File: src/rtl/core/lpx_pkg.sv
// Shared types and constants of the link packet exchange block.
// No dependencies; every other file of the block but lpx_ifs refers to it by scoped names.
`default_nettype none

package lpx_pkg;

    // Default send buffer depth in bytes
    localparam int BUFFER_DEPTH = 256;

    // Default depth of the result queue, in result items (at least 2)
    localparam int RESULT_DEPTH = 4;

    // Configuration register indexes
    localparam int CFG_INDEX_W = 2;
    localparam logic [CFG_INDEX_W-1:0] CFG_MAX_TRIES = 2'd0;
    localparam logic [CFG_INDEX_W-1:0] CFG_TX_HS     = 2'd1;
    localparam logic [CFG_INDEX_W-1:0] CFG_RX_HS     = 2'd2;

    // Register reset values
    localparam logic [7:0] MAX_TRIES_RST = 8'd20;
    localparam logic [7:0] TX_HS_RST     = 8'hAA;
    localparam logic [7:0] RX_HS_RST     = 8'h55;

    // Byte clocked out to read one reply byte
    localparam logic [7:0] FILL_BYTE = 8'h00;

    // Input command codes
    localparam logic CMD_LOAD  = 1'b0;
    localparam logic CMD_REPLY = 1'b1;

    // Result destination codes
    typedef enum logic [1:0] {
        DEST_LINK = 2'd0,
        DEST_HOST = 2'd1,
        DEST_FAIL = 2'd2
    } dest_t;

    // One result item
    typedef struct packed {
        dest_t      destination;
        logic [7:0] out_byte;
        logic       host_last;
    } result_t;

    // Results produced by one accepted item (count is 0, 1 or 2)
    typedef struct packed {
        logic [1:0] count;
        result_t    first;
        result_t    second;
    } push_t;

endpackage

`default_nettype wire

File: src/rtl/core/lpx_ifs.sv
// Valid/ready channel interfaces of the link packet exchange block:
// the command item channel and the result item channel. No dependencies.
`default_nettype none

interface lpx_cmd_if;
    logic       valid;
    logic       ready;
    logic       command;
    logic [7:0] data_byte;
    logic       last_load;

    modport source (output valid, output command, output data_byte, output last_load,
                    input ready);
    modport sink   (input valid, input command, input data_byte, input last_load,
                    output ready);
endinterface

interface lpx_res_if;
    logic       valid;
    logic       ready;
    logic [1:0] destination;
    logic [7:0] out_byte;
    logic       host_last;

    modport source (output valid, output destination, output out_byte, output host_last,
                    input ready);
    modport sink   (input valid, input destination, input out_byte, input host_last,
                    output ready);
endinterface

`default_nettype wire

File: src/rtl/core/lpx_result_fifo.sv
// Result queue: takes up to two result items a cycle, hands out one.
// Depends on lpx_pkg (result_t, push_t).
`default_nettype none

module lpx_result_fifo #(
    parameter int DEPTH = lpx_pkg::RESULT_DEPTH
) (
    input  wire logic             clk,
    input  wire logic             rst_n,
    input  wire lpx_pkg::push_t   push,
    input  wire logic             pop,
    output lpx_pkg::result_t      head,
    output logic                  head_valid,
    output logic                  space2
);

    localparam int AW = (DEPTH > 1) ? $clog2(DEPTH) : 1;
    localparam int CW = $clog2(DEPTH + 1);

    lpx_pkg::result_t entry_reg [DEPTH];

    logic [AW-1:0] wr_ptr_reg, wr_ptr_next, wr_ptr_plus1;
    logic [AW-1:0] rd_ptr_reg, rd_ptr_next;
    logic [CW-1:0] count_reg, count_next;

    // Pointer arithmetic with wrap at any depth
    function automatic logic [AW-1:0] ptr_inc(input logic [AW-1:0] p);
        logic [AW-1:0] r;
        if (p == AW'(DEPTH - 1))
            r = '0;
        else
            r = p + AW'(1);
        return r;
    endfunction

    always_comb
    begin
        wr_ptr_plus1 = ptr_inc(wr_ptr_reg);
        case (push.count)
            2'd1:    wr_ptr_next = wr_ptr_plus1;
            2'd2:    wr_ptr_next = ptr_inc(wr_ptr_plus1);
            default: wr_ptr_next = wr_ptr_reg;
        endcase
        rd_ptr_next = pop ? ptr_inc(rd_ptr_reg) : rd_ptr_reg;
        count_next  = count_reg + CW'(push.count) - CW'(pop);
    end

    // Queue storage
    always_ff @(posedge clk)
    begin
        if (push.count != 2'd0)
            entry_reg[wr_ptr_reg] <= push.first;
        if (push.count == 2'd2)
            entry_reg[wr_ptr_plus1] <= push.second;
    end

    // Pointers and fill level
    always_ff @(posedge clk or negedge rst_n)
    begin
        if (!rst_n)
        begin
            wr_ptr_reg <= '0;
            rd_ptr_reg <= '0;
            count_reg  <= '0;
        end
        else
        begin
            wr_ptr_reg <= wr_ptr_next;
            rd_ptr_reg <= rd_ptr_next;
            count_reg  <= count_next;
        end
    end

    assign head       = entry_reg[rd_ptr_reg];
    assign head_valid = (count_reg != '0);
    assign space2     = (count_reg <= CW'(DEPTH - 2));

    // Never pushed past capacity, never popped while empty
    a_no_overflow: assert property (@(posedge clk) disable iff (!rst_n)
        (push.count != 2'd0) |-> (CW'(push.count) <= CW'(DEPTH) - count_reg + CW'(pop)))
        else $error("result queue overflow");
    a_no_underflow: assert property (@(posedge clk) disable iff (!rst_n)
        pop |-> head_valid)
        else $error("result queue popped while empty");
    a_level_tracks: assert property (@(posedge clk) disable iff (!rst_n)
        (push.count == 2'd0 && !pop) |=> $stable(count_reg))
        else $error("result queue level moved without push or pop");

endmodule

`default_nettype wire

File: src/rtl/core/link_packet_exchange_top.sv
// Link packet exchange, master side.
// cmd_ch carries command items: a host load byte (command 0, with last_load on the
// final byte of the packet) or a byte that the partner returned (command 1).
// res_ch carries result items: a byte to put on the link, a byte for the host
// (host_last on the final one), or a failure notice.
// The cfg_* port writes max_tries, tx_handshake and rx_handshake; write it only
// while no exchange is in flight.
// Each command item is handled in the cycle it is accepted; its zero, one or two
// results are registered into a result queue, whose head drives res_ch.
// cmd_ch.ready is high while the queue has room for two results, so items are taken
// one a cycle as long as res_ch drains; a reply that yields two results holds the
// pace to the one result a cycle that res_ch moves.
// The send buffer is a memory with one write port at the fill count and one read
// port read ahead at the next byte index, so a data byte is queued in the cycle
// its reply is accepted.
// Reset clears the phase, the counters and the result queue and restores the
// register defaults; no clearing pass runs. A stalled res_ch fills the queue and
// then drops cmd_ch.ready until space returns.
// Depends on lpx_pkg, lpx_ifs (lpx_cmd_if, lpx_res_if) and lpx_result_fifo.
`default_nettype none

module link_packet_exchange_top #(
    parameter int BUFFER_DEPTH = lpx_pkg::BUFFER_DEPTH,
    parameter int RESULT_DEPTH = lpx_pkg::RESULT_DEPTH
) (
    input  wire logic                          clk,
    input  wire logic                          rst_n,
    lpx_cmd_if.sink                            cmd_ch,
    lpx_res_if.source                          res_ch,
    input  wire logic                          cfg_we,
    input  wire logic [lpx_pkg::CFG_INDEX_W-1:0] cfg_index,
    input  wire logic [7:0]                    cfg_data
);

    localparam int AW = (BUFFER_DEPTH > 1) ? $clog2(BUFFER_DEPTH) : 1;
    localparam int CW = $clog2(BUFFER_DEPTH + 1);

    typedef enum logic [2:0] {
        PH_IDLE,
        PH_TX_HS,
        PH_TX_DATA,
        PH_RX_HS,
        PH_RX_LEN,
        PH_RX_DATA
    } phase_t;

    // Configuration registers
    logic [7:0] max_tries_reg, tx_hs_reg, rx_hs_reg;

    // Exchange state
    phase_t        phase_reg, phase_next;
    logic [7:0]    try_count_reg, try_count_next;
    logic [CW-1:0] send_count_reg, send_count_next;
    logic [CW-1:0] byte_index_reg, byte_index_next;
    logic [7:0]    rx_left_reg, rx_left_next;

    // Send buffer and its read-ahead data
    logic [7:0]    buf_mem [BUFFER_DEPTH];
    logic [7:0]    rd_data_reg;
    logic          mem_we;
    logic [AW-1:0] wr_addr, rd_addr;

    logic             accept;
    logic [7:0]       try_inc;
    logic [CW-1:0]    len_m1;
    lpx_pkg::push_t   push;
    lpx_pkg::result_t head;
    logic             head_valid, space2, pop;

    // Result item builder
    function automatic lpx_pkg::result_t mk_result(input lpx_pkg::dest_t dest,
                                                   input logic [7:0] b,
                                                   input logic last);
        lpx_pkg::result_t r;
        r.destination = dest;
        r.out_byte    = b;
        r.host_last   = last;
        return r;
    endfunction

    assign accept  = cmd_ch.valid && cmd_ch.ready;
    assign try_inc = try_count_reg + 8'd1;
    assign len_m1  = send_count_reg - CW'(1);
    assign wr_addr = send_count_reg[AW-1:0];
    assign rd_addr = byte_index_next[AW-1:0];

    // Item handling
    always_comb
    begin
        phase_next      = phase_reg;
        try_count_next  = try_count_reg;
        send_count_next = send_count_reg;
        byte_index_next = byte_index_reg;
        rx_left_next    = rx_left_reg;
        mem_we          = 1'b0;
        push.count      = 2'd0;
        push.first      = mk_result(lpx_pkg::DEST_LINK, lpx_pkg::FILL_BYTE, 1'b0);
        push.second     = mk_result(lpx_pkg::DEST_LINK, lpx_pkg::FILL_BYTE, 1'b0);

        if (accept)
        begin
            if (cmd_ch.command == lpx_pkg::CMD_LOAD)
            begin
                // Loads count only between exchanges; a full buffer drops bytes
                if (phase_reg == PH_IDLE)
                begin
                    if (send_count_reg < CW'(BUFFER_DEPTH))
                    begin
                        mem_we          = 1'b1;
                        send_count_next = send_count_reg + CW'(1);
                    end
                    if (cmd_ch.last_load)
                    begin
                        phase_next     = PH_TX_HS;
                        try_count_next = '0;
                        push.count     = 2'd1;
                        push.first     = mk_result(lpx_pkg::DEST_LINK, tx_hs_reg, 1'b0);
                    end
                end
            end
            else
            begin
                case (phase_reg)
                    PH_TX_HS:
                    begin
                        push.count = 2'd1;
                        if (cmd_ch.data_byte == tx_hs_reg)
                        begin
                            phase_next      = PH_TX_DATA;
                            byte_index_next = '0;
                            push.first      = mk_result(lpx_pkg::DEST_LINK, 8'(len_m1), 1'b0);
                        end
                        else if (try_inc >= max_tries_reg)
                        begin
                            phase_next      = PH_IDLE;
                            send_count_next = '0;
                            byte_index_next = '0;
                            try_count_next  = '0;
                            push.first      = mk_result(lpx_pkg::DEST_FAIL, 8'h00, 1'b0);
                        end
                        else
                        begin
                            try_count_next = try_inc;
                            push.first     = mk_result(lpx_pkg::DEST_LINK, tx_hs_reg, 1'b0);
                        end
                    end
                    PH_TX_DATA:
                    begin
                        push.count = 2'd1;
                        if (byte_index_reg < send_count_reg)
                        begin
                            byte_index_next = byte_index_reg + CW'(1);
                            push.first      = mk_result(lpx_pkg::DEST_LINK, rd_data_reg, 1'b0);
                        end
                        else
                        begin
                            phase_next     = PH_RX_HS;
                            try_count_next = '0;
                            push.first     = mk_result(lpx_pkg::DEST_LINK, rx_hs_reg, 1'b0);
                        end
                    end
                    PH_RX_HS:
                    begin
                        push.count = 2'd1;
                        if (cmd_ch.data_byte == rx_hs_reg)
                        begin
                            phase_next = PH_RX_LEN;
                            push.first = mk_result(lpx_pkg::DEST_LINK, rx_hs_reg, 1'b0);
                        end
                        else if (try_inc >= max_tries_reg)
                        begin
                            phase_next      = PH_IDLE;
                            send_count_next = '0;
                            byte_index_next = '0;
                            try_count_next  = '0;
                            push.first      = mk_result(lpx_pkg::DEST_FAIL, 8'h00, 1'b0);
                        end
                        else
                        begin
                            try_count_next = try_inc;
                            push.first     = mk_result(lpx_pkg::DEST_LINK, rx_hs_reg, 1'b0);
                        end
                    end
                    PH_RX_LEN:
                    begin
                        // Reply is the length minus one: one more than that many bytes follow it
                        rx_left_next    = cmd_ch.data_byte;
                        byte_index_next = '0;
                        phase_next      = PH_RX_DATA;
                        push.count      = 2'd2;
                        push.first      = mk_result(lpx_pkg::DEST_HOST, cmd_ch.data_byte, 1'b0);
                        push.second     = mk_result(lpx_pkg::DEST_LINK, lpx_pkg::FILL_BYTE,
                                                    1'b0);
                    end
                    PH_RX_DATA:
                    begin
                        if (rx_left_reg == 8'd0)
                        begin
                            phase_next      = PH_IDLE;
                            send_count_next = '0;
                            byte_index_next = '0;
                            try_count_next  = '0;
                            push.count      = 2'd1;
                            push.first      = mk_result(lpx_pkg::DEST_HOST, cmd_ch.data_byte,
                                                        1'b1);
                        end
                        else
                        begin
                            rx_left_next = rx_left_reg - 8'd1;
                            push.count   = 2'd2;
                            push.first   = mk_result(lpx_pkg::DEST_HOST, cmd_ch.data_byte,
                                                     1'b0);
                            push.second  = mk_result(lpx_pkg::DEST_LINK, lpx_pkg::FILL_BYTE,
                                                     1'b0);
                        end
                    end
                    PH_IDLE:
                    begin
                        // Replies between exchanges are dropped
                    end
                    default:
                    begin
                        phase_next      = PH_IDLE;
                        send_count_next = '0;
                        byte_index_next = '0;
                        try_count_next  = '0;
                    end
                endcase
            end
        end
    end

    // Send buffer: write at the fill count, read ahead at the next byte index
    always_ff @(posedge clk)
    begin
        if (mem_we)
            buf_mem[wr_addr] <= cmd_ch.data_byte;
        if (mem_we && (wr_addr == rd_addr))
            rd_data_reg <= cmd_ch.data_byte;
        else
            rd_data_reg <= buf_mem[rd_addr];
    end

    // Phase and counters
    always_ff @(posedge clk or negedge rst_n)
    begin
        if (!rst_n)
        begin
            phase_reg      <= PH_IDLE;
            try_count_reg  <= '0;
            send_count_reg <= '0;
            byte_index_reg <= '0;
            rx_left_reg    <= '0;
        end
        else
        begin
            phase_reg      <= phase_next;
            try_count_reg  <= try_count_next;
            send_count_reg <= send_count_next;
            byte_index_reg <= byte_index_next;
            rx_left_reg    <= rx_left_next;
        end
    end

    // Configuration registers
    always_ff @(posedge clk or negedge rst_n)
    begin
        if (!rst_n)
        begin
            max_tries_reg <= lpx_pkg::MAX_TRIES_RST;
            tx_hs_reg     <= lpx_pkg::TX_HS_RST;
            rx_hs_reg     <= lpx_pkg::RX_HS_RST;
        end
        else if (cfg_we)
        begin
            case (cfg_index)
                lpx_pkg::CFG_MAX_TRIES: max_tries_reg <= cfg_data;
                lpx_pkg::CFG_TX_HS:     tx_hs_reg     <= cfg_data;
                lpx_pkg::CFG_RX_HS:     rx_hs_reg     <= cfg_data;
                default:
                begin
                    // Unmapped index: no register
                end
            endcase
        end
    end

    // Result queue
    lpx_result_fifo #(
        .DEPTH (RESULT_DEPTH)
    ) u_result_fifo (
        .clk        (clk),
        .rst_n      (rst_n),
        .push       (push),
        .pop        (pop),
        .head       (head),
        .head_valid (head_valid),
        .space2     (space2)
    );

    assign cmd_ch.ready       = space2;
    assign res_ch.valid       = head_valid;
    assign res_ch.destination = head.destination;
    assign res_ch.out_byte    = head.out_byte;
    assign res_ch.host_last   = head.host_last;
    assign pop                = res_ch.valid && res_ch.ready;

    // Read-ahead address must sit at entry zero between exchanges
    a_idle_index: assert property (@(posedge clk) disable iff (!rst_n)
        (phase_reg == PH_IDLE) |-> (byte_index_reg == '0))
        else $error("byte index not cleared in idle");
    // An exchange always has at least one byte to send
    a_busy_has_data: assert property (@(posedge clk) disable iff (!rst_n)
        (phase_reg != PH_IDLE) |-> (send_count_reg != '0))
        else $error("exchange running with empty send buffer");
    a_index_bound: assert property (@(posedge clk) disable iff (!rst_n)
        (phase_reg == PH_TX_DATA) |-> (byte_index_reg <= send_count_reg &&
                                       send_count_reg <= CW'(BUFFER_DEPTH)))
        else $error("send index beyond fill count");
    // A load during an exchange changes nothing and gives no result
    a_busy_load: assert property (@(posedge clk) disable iff (!rst_n)
        (accept && cmd_ch.command == lpx_pkg::CMD_LOAD && phase_reg != PH_IDLE)
        |-> (push.count == 2'd0 && !mem_we))
        else $error("load taken during an exchange");

endmodule

`default_nettype wire

File: src/flat_wrapper.sv
// flat-port wrapper written by rule: the top's interface ports become plain ports
module link_packet_exchange_top_flat 
#(
    parameter int BUFFER_DEPTH = lpx_pkg::BUFFER_DEPTH,
    parameter int RESULT_DEPTH = lpx_pkg::RESULT_DEPTH
)
  (clk, rst_n, cfg_we, cfg_index, cfg_data, cmd_ch_valid, cmd_ch_command, cmd_ch_data_byte, cmd_ch_last_load, cmd_ch_ready, res_ch_valid, res_ch_destination, res_ch_out_byte, res_ch_host_last, res_ch_ready);
  lpx_cmd_if cmd_ch_i ();
  lpx_res_if res_ch_i ();
  input  wire logic clk;
  input  wire logic rst_n;
  input  wire logic cfg_we;
  input  wire logic [lpx_pkg::CFG_INDEX_W-1:0] cfg_index;
  input  wire logic [7:0] cfg_data;
  input wire logic [$bits(cmd_ch_i.valid)-1:0] cmd_ch_valid;
  input wire logic [$bits(cmd_ch_i.command)-1:0] cmd_ch_command;
  input wire logic [$bits(cmd_ch_i.data_byte)-1:0] cmd_ch_data_byte;
  input wire logic [$bits(cmd_ch_i.last_load)-1:0] cmd_ch_last_load;
  output wire logic [$bits(cmd_ch_i.ready)-1:0] cmd_ch_ready;
  output wire logic [$bits(res_ch_i.valid)-1:0] res_ch_valid;
  output wire logic [$bits(res_ch_i.destination)-1:0] res_ch_destination;
  output wire logic [$bits(res_ch_i.out_byte)-1:0] res_ch_out_byte;
  output wire logic [$bits(res_ch_i.host_last)-1:0] res_ch_host_last;
  input wire logic [$bits(res_ch_i.ready)-1:0] res_ch_ready;
  assign cmd_ch_i.valid = cmd_ch_valid;
  assign cmd_ch_i.command = cmd_ch_command;
  assign cmd_ch_i.data_byte = cmd_ch_data_byte;
  assign cmd_ch_i.last_load = cmd_ch_last_load;
  assign cmd_ch_ready = cmd_ch_i.ready;
  assign res_ch_valid = res_ch_i.valid;
  assign res_ch_destination = res_ch_i.destination;
  assign res_ch_out_byte = res_ch_i.out_byte;
  assign res_ch_host_last = res_ch_i.host_last;
  assign res_ch_i.ready = res_ch_ready;
  link_packet_exchange_top #(.BUFFER_DEPTH(BUFFER_DEPTH), .RESULT_DEPTH(RESULT_DEPTH)) u_core (.clk(clk), .rst_n(rst_n), .cmd_ch(cmd_ch_i), .res_ch(res_ch_i), .cfg_we(cfg_we), .cfg_index(cfg_index), .cfg_data(cfg_data));
endmodule
File: config.mk
export PLATFORM = sky130hd
export DESIGN_NAME = link_packet_exchange_top_flat
export DESIGN_NICKNAME = d
export VERILOG_FILES = /design/src/rtl/core/lpx_pkg.sv /design/src/rtl/core/lpx_ifs.sv /design/src/rtl/core/lpx_result_fifo.sv /design/src/rtl/core/link_packet_exchange_top.sv /design/src/flat_wrapper.sv
export SDC_FILE = /design/constraint.sdc
export NUM_CORES = 2
export LEC_CHECK = 0
export BUFFER_PORTS_ARGS = -buffer_cell sky130_fd_sc_hd__buf_4
export CELL_PAD_IN_SITES_DETAIL_PLACEMENT = 1
export CELL_PAD_IN_SITES_GLOBAL_PLACEMENT = 1
export CORE_ASPECT_RATIO = 0.75
export CORE_MARGIN = 5
export CORE_UTILIZATION = 30
export DETAILED_ROUTE_END_ITERATION = 10
export PLACE_DENSITY_LB_ADDON = 0.1
export RECOVER_POWER = 50
export SLEW_MARGIN = 20
export SYNTH_ARGS = -nofsm -noshare
export SYNTH_HDL_FRONTEND = slang
export SYNTH_SLANG_ARGS = --single-unit
File: constraint.sdc
create_clock -name clk -period 4.25 [get_ports clk]
set_input_delay 0.85 -clock clk [delete_from_list [all_inputs] [get_ports clk]]
set_output_delay 0.85 -clock clk [all_outputs]
set_load 0.02 [all_outputs]
== After elaboration in Yosys (flattened, before gate mapping) ==
Memory sizes are Yosys's and may differ from the RTL's. A register that Yosys moved wholly into a read port is not among the register bits.
Cells that the tools add are included.
Cells by class
  add/sub/neg operators: 10
  reductions and logical operators: 22
  shifts and indexed selects: 0
  bitwise gates (word level): 1
  $mul: 0
  divide/modulo/power cells: 0
  eq/ne operators: 25
  muxes and demuxes: 61
  order comparisons: 4
Operators by type and width (count)
  $mux 9: 13
  $mux 8: 11
  $pmux 13 s5: 1
  $pmux 9 s5: 1
  $mux 11: 4
  $pmux 8 s5: 1
  $mux 13: 3
  $pmux 9 s4: 1
  $mux 24: 1
  $mux 3: 8
  $add 9x1->9 const B: 2
  $pmux 3 s6: 1
  $eq 8x8->1: 2
  $pmux 8 s2: 1
  $sub 8x1->8 const B: 2
  $mux 12: 1
  $reduce_and 6->1: 2
  $reduce_bool 2->1: 6
  $eq 2x2->1 const B: 5
  $mux 1: 10
  $ne 2x2->1 const B: 5
  $lt 9x9->1: 1
  $lt 9x9->1 const B: 1
  $ne 3x3->1 const B: 3
  other kinds (26): 37
Storage, ports and cells
  output and inout bits: 13
  bits in read-only memories: 0
  latch bits: 0
  logic and storage cells: 137
  input bits: 25
  register bits after elaboration: 68
  memories kept: 2
  RAM bits: 2092
Memories
  u_core.buf_mem: words 256, bits a word 8, rd ports 1, clocked after memory_dff 1, wr ports 1, RTL line link_packet_exchange_top.sv:58  | logic [7:0] buf_mem [BUFFER_DEPTH];
  u_core.u_result_fifo.entry_reg: words 4, bits a word 11, rd ports 1, clocked after memory_dff 0, wr ports 2, RTL line lpx_result_fifo.sv:20  | lpx_pkg::result_t entry_reg [DEPTH];

== Logic depth before layout (Yosys ltp) ==
  depth after elaboration: 10
  gate-level depth with buffers: 17
  depth with buffers taken out: 16

== Modules after synthesis ==
From an unflattened synthesis, not the netlist that was laid out.
Second synthesis, totals
  cells, all modules: 4699
  area total of the unflattened synthesis: 87129.8 µm²
Modules (own cells, without submodules)
  link_packet_exchange_top: sequential area each 63198.1 µm², area an instance 84466.0 µm², cells an instance 4537, times used 1
  lpx_result_fifo: sequential area each 1496.4 µm², area an instance 2663.8 µm², cells an instance 162, times used 1

== Worst setup path after synthesis ==
No wires, ideal clock.
  kind: input to register
  start point: input cmd_ch_command
  end point: memory u_core.u_result_fifo.entry_reg[1][6] in the netlist's numbering
  data required time: 4.133 ns
  path slack: 1.021 ns
  data arrival time: 3.112 ns
  library setup time: 0.117 ns
  stages: 11
  path through: clkbuf_1 -> and3_1 -> clkbuf_1 -> nand2_1 -> a31o_2 -> inv_1 -> ha_1 -> clkbuf_1 -> clkbuf_1 -> a21oi_1 -> a32o_1
RTL lines
  start, declared: RTL line flat_wrapper.sv:16  | input wire logic [$bits(cmd_ch_i.command)-1:0] cmd_ch_command;
  end, declared: RTL line lpx_result_fifo.sv:20

==> reports/results.ini <==
[run_status]
status=complete, but fails checks
violations=max-capacitance violations, max-slew violations, negative setup slack

[drt]
drc=0
routed_wirelength_um=292600
vias=45880
vias_per_cell=5.166
drt_iter0_markers=4604
drtAntennaViolNets=0
wl_per_cell_um=32.95
dr.pass1.iters=5

[synthesis]
muxShareOfSynthArea=0.1637
yosysTopAreaCell=edfxtp_1
synth_cell_type_count=80
synth_top_family_by_area=multiplexers
synth_nets=4378
synth-main-ff-cell=edfxtp_1
synth-edff-count=2048
yosys.area_share.adder=0.005747
yosys.area_share.simple=0.03605
synthArstFlopShare=0.03137
synth_compound_area_frac=0.02939
ys_warn_count=0
synth_top_area_frac=0.7133
ys_seq_area_frac=0.7453
avgSynthCellArea_um2=19.99
ys_ff_latch=2168
syn_area_um2=86220
synth.area.top_cells=edfxtp_1 71%, mux4_2 15%, dfrtp_1 1.7%
synth_xor_area_frac=0.003352
syn_inst=4314

[timing]
worstMarginPinSlew_ns=2.798
slew_viol_final=1156
setup_viol=2
rsz0062_at_grt=no
setup_ws_ns=-0.01296
slew_headroom=-0.8653
whs_ns=0.2205
fmax_mhz=234.6
skew_ns=0.05940
hold_viol_final=0
finalCritPeriodShare=1.003
post-route-min-period_ns=4.263

[cells_and_area]
seqCellArea_um2=64280
multi_input_area_um2=20670
drive_gt1_frac=0.3035
layout.cells.non_filler=8882
final_common_cell=edfxtp_1
syn_to_final_growth_pct=18.05
fin_nets=4979
fillCellCount=27990
most-common-layout-cells=2,048 x edfxtp_1, 567 x mux4_2, 536 x buf_4, 325 x nor2_1, 230 x clkbuf_16
largest_reg_flops=2048

[pwr]
power_density_nw_per_um2=461.8
leakage_nw=31.96
vdd_ir_drop_max_uv=336.8

[critical_path]
rrSetupSlack_ns=-0.01
critPathKind=reg2reg
cp_data_required_time_ns=5.00
worst_ep_arrival_time_ns=5.02
r2r_end=u_core.u_result_fifo.entry_reg[1][7]$_SDFFE_PP0P_
r2r_cells=13
crit_path_max_fanout=26
crit_path_start_kind=flop
worstSetupEndpointType=flop

[hold_path]
holdPathEnd=u_core.max_tries_reg[1]$_DFFE_PN0P_
hp-class=in2reg
hp-start=cfg_data[1]
hold_depth=3

[global_routing]
antenna_found_initial=27
use_met3=0.03573
grt_pass1_vias=47130
grt_util_met2=0.2792
top_usage_layer=met1
grtUsageMet1=0.3041
overflow=0
grt_max_degree=172
grt_first_pass_wirelength_um=403700
grt_usage=0.1928

[placement]
io_buffers=37
gp_congestion=0.7957
hpwl_um=193100
post-place-cells=8466

[clock_network]
ctsHoldBuffers=0
h-tree-depth=4
cts_made_buffers=227
clk_latency_ns=0.90
cts_sinks=2168
path_clk_slew_ns=0.06
cts_tree=done
clockBufferDepth=4
clockRootBuffer=clkbuf_16

[floorplan]
dieArea_um2=298300
core_um2=286100
boundaryPins=38
die_w_um=629.0
row_count=170
initial_core_util=0.3014
die_y_um=474.3

[job]
maxCapViolCount=18

routing by layer:
layer / vias up / part of all wire
met5: - / 0
met4: 0 / 0.015
met3: 271 / 0.061
met2: 1278 / 0.43
met1: 25390 / 0.49
li1: 18940 / -
through the flow:
| stage | power, mW | TNS (ns) | area (um^2) | setup WS [ns] | utilization |
|---|---|---|---|---|---|
| after floorplan | 25.80 | 0 | 86220 | 1.021 | - |
| after global placement | 28.16 | -4.711 | 94890 | -0.4621 | 0.3317 |
| after detailed placement | 28.21 | -4.305 | 94910 | -0.4383 | 0.3317 |
| after CTS | 47.65 | 0 | 101900 | 0.02743 | 0.3562 |
| after global routing | 48.78 | 0 | 101800 | 0.01853 | 0.3557 |
| final | 47.00 | -0.02125 | 101800 | -0.01296 | 0.3558 |
kinds of logic after synthesis:
group	after synthesis
buffers and inverters	274
muxes	698
adders and majority gates	39
AOI/OAI and AO/OA	373
DFF	2168
xor gates and xnor gates	33
and+or+nand+nor	729
worst max-delay path by stage:
stage,end,cells past startpoint
6_report,u_core.u_result_fifo.entry_reg[1][7]$_SDFFE_PP0P_,13
5_1_grt,u_core.u_result_fifo.entry_reg[3][7]$_SDFFE_PP0P_,14
4_1_cts,u_core.byte_index_reg[1]$_DFF_PN0_,12
3_5_place_dp,u_core.u_result_fifo.entry_reg[1][7]$_SDFFE_PP0P_,11
3_3_place_gp,u_core.u_result_fifo.entry_reg[1][7]$_SDFFE_PP0P_,11
2_1_floorplan,u_core.u_result_fifo.entry_reg[1][6]$_SDFFE_PP0P_,11
critical path, stage by stage (launching register included):
cell and delay, ns:
dfxtp_4 0.36, buf_4 0.23, buf_12 0.28, buf_4 0.29, mux4_2 0.57, nor2_1 0.48
o41ai_1 0.33, a221o_1 0.32, o2111ai_1 0.15, buf_4 0.19, nand3_1 0.07, o211ai_1 0.50
buf_4 0.24, o21ai_1 0.08
timing repair:
| item | CTS | global route |
|---|---|---|
| gates resized for setup | 2 | 6 |
| buffers inserted | 4 | 0 |
| endpoints found under the setup margin | 20 | 18 |
| pin swaps | 0 | 1 |
power by group:
group | switching [mW] | total, mW | internal, mW
clock | 8.42 | 19.3 | 10.9
sequential | 0.327 | 23.9 | 23.6
combinational | 2.68 | 3.78 | 1.09
total | 11.4 | 47.0 | 35.6
Yosys cell counts (32+ instances only):
library cell and n:
o21ai_0 35, nand3_1 42, nand2_1 227, nor2_1 329, buf_4 32, a21oi_1 79
mux4_2 567, edfxtp_1 2048, clkbuf_1 103, dfxtp_1 52, dfrtp_1 58, ha_1 38
inv_1 32, o21ai_1 38, buf_2 59, mux2i_1 102
final cells by class:
cell class	instances	share of cell area
Timing Repair Buffer	608	0.04887
Clock buffer	292	0.05903
Tap cell	3784	0.04652
Sequential cell	2168	0.6315
Antenna cell	8	0.0001967
Inverter	38	0.001487
Clock inverter	112	0.009281
Multi-Input combinational cell	1872	0.2031
No activity file was read; power rests on OpenSTA's default activity.
